--- config.mk ---
export PLATFORM = sky130hd
export DESIGN_NAME = status_led_pattern_sequencer
export DESIGN_NICKNAME = d
export VERILOG_FILES = /design/src/sv/slps_pkg.sv /design/src/sv/slps_next.sv /design/src/sv/status_led_pattern_sequencer.sv
export SDC_FILE = /design/constraint.sdc
export NUM_CORES = 1
export LEC_CHECK = 0
export ABC_CLOCK_PERIOD_IN_PS = 3450
export BUFFER_PORTS_ARGS = -buffer_cell sky130_fd_sc_hd__buf_2
export CAP_MARGIN = 15
export CORE_MARGIN = 4
export CORE_UTILIZATION = 60
export CTS_BUF_LIST = sky130_fd_sc_hd__clkbuf_8 sky130_fd_sc_hd__clkbuf_16
export DETAILED_ROUTE_END_ITERATION = 12
export MAX_ROUTING_LAYER = met4
export PLACE_DENSITY = 0.8
export SKIP_CTS_REPAIR_TIMING = 1
export SYNTH_ARGS = -nofsm -noshare
export SYNTH_HDL_FRONTEND = slang
export SYNTH_SLANG_ARGS = --single-unit
--- constraint.sdc ---
create_clock -name clk_i -period 3.45 [get_ports clk_i]
set_input_delay 0 -clock clk_i [delete_from_list [all_inputs] [get_ports clk_i]]
set_output_delay 0 -clock clk_i [all_outputs]
set_load 0.05 [all_outputs]
--- src/sv/slps_pkg.sv ---
// Shared types, codes and flash shape tables for the status LED sequencer.
// Used by the next-state logic and the top level; depends on nothing else.
`default_nettype none

package slps_pkg;

  typedef enum logic [1:0] {
    OP_TICK     = 2'd0,
    OP_SET_MODE = 2'd1,
    OP_FLASH    = 2'd2
  } op_e;

  typedef enum logic [1:0] {
    MODE_DETACHED      = 2'd0,
    MODE_NETWORK_UP    = 2'd1,
    MODE_COMMISSIONING = 2'd2,
    MODE_NONE          = 2'd3
  } mode_e;

  typedef enum logic [1:0] {
    FLASH_JOIN   = 2'd0,
    FLASH_FAILED = 2'd1,
    FLASH_RECV   = 2'd2,
    FLASH_ACK    = 2'd3
  } flash_e;

  typedef enum logic [1:0] {
    REG_SLOW_HALF   = 2'd0,
    REG_FAST_HALF   = 2'd1,
    REG_SHORT_PULSE = 2'd2,
    REG_LONG_PULSE  = 2'd3
  } reg_e;

  localparam logic [2:0] LED_OFF = 3'b000;
  localparam logic [2:0] LED_R   = 3'b001;
  localparam logic [2:0] LED_G   = 3'b010;
  localparam logic [2:0] LED_B   = 3'b100;

  localparam logic [5:0] SLOW_HALF_RST   = 6'd10;
  localparam logic [5:0] FAST_HALF_RST   = 6'd5;
  localparam logic [5:0] SHORT_PULSE_RST = 6'd2;
  localparam logic [5:0] LONG_PULSE_RST  = 6'd3;

  typedef struct packed {
    logic [5:0] slow_half;
    logic [5:0] fast_half;
    logic [5:0] short_pulse;
    logic [5:0] long_pulse;
  } slps_cfg_t;

  typedef struct packed {
    logic [1:0] hub_mode;
    logic       pending_valid;
    logic [1:0] pending_kind;
    logic       flash_active;
    logic [1:0] flash_kind;
    logic [2:0] phase_index;
    logic [5:0] phase_ticks;
    logic [6:0] slow_phase;
    logic [6:0] fast_phase;
    logic [2:0] led;
  } slps_state_t;

  function automatic logic [2:0] flash_phases(input logic [1:0] kind);
    logic [2:0] n;
    case (kind)
      FLASH_JOIN:   n = 3'd4;
      FLASH_FAILED: n = 3'd6;
      FLASH_RECV:   n = 3'd1;
      default:      n = 3'd2;
    endcase
    return n;
  endfunction

  function automatic logic [2:0] flash_level(input logic [1:0] kind, input logic [2:0] idx);
    logic [2:0] lv;
    lv = LED_OFF;
    case (kind)
      FLASH_JOIN:   if (idx == 3'd0 || idx == 3'd2) lv = LED_G;
      FLASH_FAILED: if (idx == 3'd0 || idx == 3'd2 || idx == 3'd4) lv = LED_R;
      FLASH_RECV:   if (idx == 3'd0) lv = LED_B;
      default: begin
        if (idx == 3'd0) lv = LED_B;
        else if (idx == 3'd1) lv = LED_G;
      end
    endcase
    return lv;
  endfunction

  function automatic logic [6:0] next_phase(input logic [6:0] p, input logic [5:0] half);
    logic [7:0] n;
    n = {1'b0, p} + 8'd1;
    if (n >= {1'b0, half, 1'b0}) n = 8'd0;
    return n[6:0];
  endfunction

endpackage

`default_nettype wire

--- src/sv/slps_next.sv ---
// Next-state logic of the status LED sequencer for one accepted item.
// Depends on slps_pkg for the state, configuration and flash tables.
`default_nettype none

module slps_next (
  input  slps_pkg::slps_state_t st_i,
  input  slps_pkg::slps_cfg_t   cfg_i,
  input  logic [1:0]            op_i,
  input  logic [1:0]            arg_i,
  output slps_pkg::slps_state_t nx_o
);
  import slps_pkg::*;

  logic [5:0] pt;
  logic [5:0] len;
  logic [2:0] pi;
  logic       done;

  always_comb begin
    nx_o = st_i;
    pt   = st_i.phase_ticks + 6'd1;
    len  = st_i.flash_kind[1] ? cfg_i.long_pulse : cfg_i.short_pulse;
    pi   = st_i.phase_index + 3'd1;
    done = 1'b0;
    unique case (op_i)
      OP_TICK: begin
        if (st_i.flash_active) begin
          nx_o.phase_ticks = pt;
          if (pt >= len) begin
            nx_o.phase_ticks = 6'd0;
            if (pi >= flash_phases(st_i.flash_kind)) begin
              nx_o.flash_active = 1'b0;
              nx_o.phase_index  = 3'd0;
            end else begin
              nx_o.phase_index = pi;
              nx_o.led         = flash_level(st_i.flash_kind, pi);
            end
          end
          done = nx_o.flash_active;
        end
        if (!done) begin
          if (st_i.pending_valid) begin
            nx_o.pending_valid = 1'b0;
            nx_o.flash_kind    = st_i.pending_kind;
            nx_o.flash_active  = 1'b1;
            nx_o.phase_index   = 3'd0;
            nx_o.phase_ticks   = 6'd0;
            nx_o.slow_phase    = 7'd0;
            nx_o.fast_phase    = 7'd0;
            nx_o.led           = flash_level(st_i.pending_kind, 3'd0);
          end else begin
            case (st_i.hub_mode)
              MODE_DETACHED:
                nx_o.led = (st_i.slow_phase < {1'b0, cfg_i.slow_half}) ? LED_R : LED_OFF;
              MODE_NETWORK_UP:
                nx_o.led = LED_G;
              MODE_COMMISSIONING:
                nx_o.led = LED_G |
                           ((st_i.fast_phase < {1'b0, cfg_i.fast_half}) ? LED_B : LED_OFF);
              default: ;
            endcase
            nx_o.slow_phase = next_phase(st_i.slow_phase, cfg_i.slow_half);
            nx_o.fast_phase = next_phase(st_i.fast_phase, cfg_i.fast_half);
          end
        end
      end
      OP_SET_MODE: nx_o.hub_mode = arg_i;
      OP_FLASH: begin
        nx_o.pending_valid = 1'b1;
        nx_o.pending_kind  = arg_i;
      end
      default: ;
    endcase
  end

endmodule

`default_nettype wire

--- src/sv/status_led_pattern_sequencer.sv ---
// Top level of the three-color status LED sequencer: state, configuration and result registers.
// Depends on slps_pkg and slps_next.
//
//   channel | direction | handshake             | payload
//   in      | input     | in_valid_i/in_ready_o | op_i, arg_i
//   out     | output    | out_valid_o/out_ready_i | red/green/blue_led_o, flash_busy_o
//   cfg     | input     | cfg_valid_i/cfg_ready_o | cfg_index_i, cfg_data_i
//
// The next state of each item is computed in one pass and stored with the result.
// One item is accepted per cycle while the result register is empty or being emptied.
// A stalled result holds the input back; nothing is lost or repeated.
// Reset clears the state to all LEDs off, detached mode, and loads the default periods.
`default_nettype none

module status_led_pattern_sequencer (
  input  logic       clk_i,
  input  logic       rst_ni,
  input  logic       in_valid_i,
  output logic       in_ready_o,
  input  logic [1:0] op_i,
  input  logic [1:0] arg_i,
  output logic       out_valid_o,
  input  logic       out_ready_i,
  output logic       red_led_o,
  output logic       green_led_o,
  output logic       blue_led_o,
  output logic       flash_busy_o,
  input  logic       cfg_valid_i,
  output logic       cfg_ready_o,
  input  logic [1:0] cfg_index_i,
  input  logic [5:0] cfg_data_i
);
  import slps_pkg::*;

  slps_state_t state_q, state_d;
  slps_cfg_t   cfg_q;
  logic        out_valid_q;
  logic [3:0]  result_q;
  logic        in_xfer;

  assign in_ready_o  = !out_valid_q || out_ready_i;
  assign in_xfer     = in_valid_i && in_ready_o;
  assign cfg_ready_o = 1'b1;

  slps_next u_next (
    .st_i  (state_q),
    .cfg_i (cfg_q),
    .op_i  (op_i),
    .arg_i (arg_i),
    .nx_o  (state_d)
  );

  always_ff @(posedge clk_i or negedge rst_ni) begin
    if (!rst_ni) begin
      state_q     <= '0;
      out_valid_q <= 1'b0;
    end else begin
      if (in_xfer) begin
        state_q     <= state_d;
        out_valid_q <= 1'b1;
      end else if (out_ready_i) begin
        out_valid_q <= 1'b0;
      end
    end
  end

  always_ff @(posedge clk_i) begin
    if (in_xfer) begin
      result_q <= {state_d.flash_active, state_d.led};
    end
  end

  always_ff @(posedge clk_i or negedge rst_ni) begin
    if (!rst_ni) begin
      cfg_q.slow_half   <= SLOW_HALF_RST;
      cfg_q.fast_half   <= FAST_HALF_RST;
      cfg_q.short_pulse <= SHORT_PULSE_RST;
      cfg_q.long_pulse  <= LONG_PULSE_RST;
    end else if (cfg_valid_i) begin
      unique case (cfg_index_i)
        REG_SLOW_HALF:   cfg_q.slow_half   <= cfg_data_i;
        REG_FAST_HALF:   cfg_q.fast_half   <= cfg_data_i;
        REG_SHORT_PULSE: cfg_q.short_pulse <= cfg_data_i;
        REG_LONG_PULSE:  cfg_q.long_pulse  <= cfg_data_i;
        default: ;
      endcase
    end
  end

  assign out_valid_o  = out_valid_q;
  assign red_led_o    = result_q[0];
  assign green_led_o  = result_q[1];
  assign blue_led_o   = result_q[2];
  assign flash_busy_o = result_q[3];

endmodule

`default_nettype wire

==> results.txt <==
----------------------------------------------------
[Timing]
  Sum of negative setup slack ... 0 ns
  Min Tclk post-route ... approximately 3.0 ns
  Worst hold slack ... -0.02005 ns
  Skew final ... 0.006087 ns
  Setup repair after global routing missed its margin ... false
  Post-route clock period utilization ... between 80% and 90%
  Final count of negative-setup-slack endpoints ... 0
  Maximum clock frequency ... 0.3340 GHz
  Transition time at the pin with the least slew margin ... 0.7602 ns
  Fin. max-slew vios ... 0
  Hold Vio Cnt, Final ... 1
  Relative slew slack ... 49.32%
  Post-layout worst setup margin ... 0.4562 ns

[Synth]
  Avg Cell Area, Syn ... 10.45 um^2
  Largest area contributor in the synthesized netlist ... dfrtp_1
  Cell area after synthesis ... 3951 um^2
  FF+latch count, synth ... 63
  Cells after synthesis ... 378
  Share of flip-flops with an asynchronous set or reset ... 93.65%
  Post-synth EDFFs ... 4
  Cells taking the most area after synthesis ... dfrtp_1 (33%), ha_1 (13%), mux2_2 (8.3%)
  Count of cell types in the netlist ... 63
  Synthesized net count ... 437
  Yosys warning total ... 0
  Share of Yosys cell area claimed by the top area cell type ... 32.93%
  Sequential-to-total area share from yosys stat ... 40.63%
  Primary flip-flop cell chosen by synthesis mapping ... dfrtp_1

[Clock tree]
  Htree depth ... 3
  Clock Root Buffer ... clkbuf_8
  Clk_lat worst skew ... ~0.35 ns
  CTS tree ... yes
  Clock-pin slew of the registers on the worst-case setup and hold paths ... about 0.070 ns
  Max Buffers Root-to-Sink ... 2
  Clock buffer count from CTS ... 9
  Clock sinks ... 63

[Place]
  Final Wtd Congestion ... around 0.94
  Detailed-placement wirelength estimate ... approximately 6.3 mm
  Number of input and output port buffers inserted ... 22
  Pre-CTS WS ... 0.5147 ns
  Placed cells ... 473

[Setup path]
  CP Capture Type ... flop
  Top fanout value on the critical path ... 8
  Setup CP Type ... flop to flop
  Type of element launching the critical path ... flop
  Arrival time of data at the critical path endpoint ... between 3 and 4 ns
  Data required time at the worst endpoint ... 3.53 ns

[Power]
  Leakage dissipation ... 2.087 nW
  P per Cell Area ... 611.6 nW/um^2
  IR drop worst, VDD ... 0.3548 mV

[Layout]
  Antenna Cells ... 0
  Area growth from synthesis to layout ... 12.89%
  Nets ... 476
  Filler-free cell count of the finished design ... around 500
  Most common cell after layout, fill and taps aside ... dfrtp_1
  Layout cells sized above 1 ... 22.99%
  Highest-count cells in the layout ignoring fill and taps ... dfrtp_1 (52), ha_1 (42), nand2_1 (37)

[GRT]
  Largest net degree at the start of global routing ... 34
  Vias in the first global route ... just under 3k
  Initial antenna violation count ... 0
  Global-route wire length before repair ... 14.36 mm
  Leftover overflow at the end of global routing ... 0
  Overall track demand over capacity in global routing ... between 20% and 30%

[Drt]
  Post-DR vias/cell ... 6.146
  Routed wire length ... 8.767 mm
  Via Count ... ~3.1k
  Remaining number of nets flagged by the antenna check after routing ... 0
  # DRC ... 0
  1st-pass router iterations ... 5
  Mean routed wirelength per cell ... 17.57 um
  Iter 0 DRT Violations ... 160

[Min path]
  Hold WC Path Type ... input pin to flop

[Floorplan]
  Initial cell density of the core ... 61.87%
  I/O pin count ... 24
  Horizontal die dimension ... 89.15 um
  Floorplan Core Area ... 6386 um^2
  Vertical extent of the die ... 89.15 um
  Die outline area ... 7948 um^2
  Number of core rows ... 29

[Status]
  Result of the run ... complete, but fails checks
  Violations in the final reports ... hold timing

[Run]
  Max-Cap Viols ... 0

----------------------------------------------------
cell families (layout without fill, tap and decap cells):
family / after synthesis / in the layout / share of synthesized area [%]
other cells: 1 / 1 / 0.09491
compound gates: 87 / 87 / 15.48
buf+inv: 31 / 75 / 3.293
flops: 63 / 63 / 40.63
mux: 36 / 36 / 10.16
xor+xnor: 14 / 14 / 3.103
simple gates: 104 / 104 / 13.93
fa+ha+maj: 42 / 42 / 13.30
path summary, 6_finish.rpt:
path	slack, ns	cells after the start	from	to
max	0.46	10	state_q[23]$_DFFE_PN0P_	result_q[2]$_DFFE_PP_
min	-0.02	3	cfg_data_i[4]	cfg_q[22]$_DFFE_PN0P_
max reg2reg	0.46	10	state_q[23]$_DFFE_PN0P_	result_q[2]$_DFFE_PP_
min reg2reg	0.51	1	cfg_q[8]$_DFFE_PN0P_	cfg_q[8]$_DFFE_PN0P_
max in group asynchronous	2.29	3	rst_ni	cfg_q[19]$_DFFE_PN1P_
min in group asynchronous	0.26	2	rst_ni	state_q[24]$_DFFE_PN0P_
state kept, by name, summed over array words and instances, names as in the netlist:
signal       flops
out_valid_o      1
result_q         4
cfg_q           24
state_q         34
cell usage after synthesis (2+ instances only):
master / number
xor2_1: 6
nand3_1: 12
o31ai_1: 2
ha_1: 42
nand3b_1: 3
o21ai_0: 21
inv_1: 23
and2_1: 2
and3_1: 3
a31oi_1: 7
nor3_1: 4
mux2_2: 29
o211ai_1: 3
nor2b_1: 3
mux2i_1: 6
nand4_1: 2
xnor2_1: 8
nor3_2: 2
a21oi_1: 12
nand2_1: 37
clkbuf_1: 4
nand2b_1: 6
buf_2: 2
a311oi_2: 2
a211o_1: 2
dfstp_2: 7
edfxtp_1: 4
nor2_1: 16
a21o_1: 5
o21ai_1: 5
nor4b_1: 2
a22o_1: 14
dfrtp_1: 52
layout make-up:
class / instances / area (um^2)
well taps: 77 / 96.34
inverters: 23 / 86.33
clock buffers: 12 / 165.2
clock inverters: 4 / 51.30
multi-input cells: 284 / 2216
repair buffers: 36 / 240.2
fillers: 472 / 1926
flip-flops and latches: 63 / 1605
critical path, stage by stage, from the launching register on:
cell      delay [ns]
dfrtp_1         0.46
ha_1            0.26
ha_1            0.31
inv_1           0.07
ha_1            0.31
nand2_1         0.10
o2111a_2        0.31
and3_4          0.26
mux2_4          0.31
a311oi_2        0.23
a31oi_1         0.11
stage by stage:
step           cell area [um^2]  hold WS [ns]  utilization [%]  total power, mW
4_1_cts                    4360       -0.2584            68.28            2.721
6_report                   4461      -0.02005            69.85            2.728
3_3_place_gp               4144        0.1092            64.89            1.963
5_1_grt                    4461      0.007451            69.85            2.920
2_1_floorplan              3951       -0.2956                -            1.759
3_5_place_dp               4144        0.1163            64.89            2.012
report_power, final:
| group | internal, mW | switching, mW |
|---|---|---|
| combinational | 0.423 | 0.519 |
| clock | 0.393 | 0.302 |
| sequential | 0.907 | 0.183 |
| total | 1.72 | 1.00 |
metal layers:
| metal | GRT usage, % | wire (um) | up-vias |
|---|---|---|---|
| met4 | 7.713 | 157 | 0 |
| met5 | - | 0 | - |
| li1 | - | - | 1454 |
| met3 | 5.161 | 467 | 16 |
| met2 | 38.65 | 4210 | 94 |
| met1 | 31.55 | 3931 | 1503 |
(Power assumes the default switching activity.)
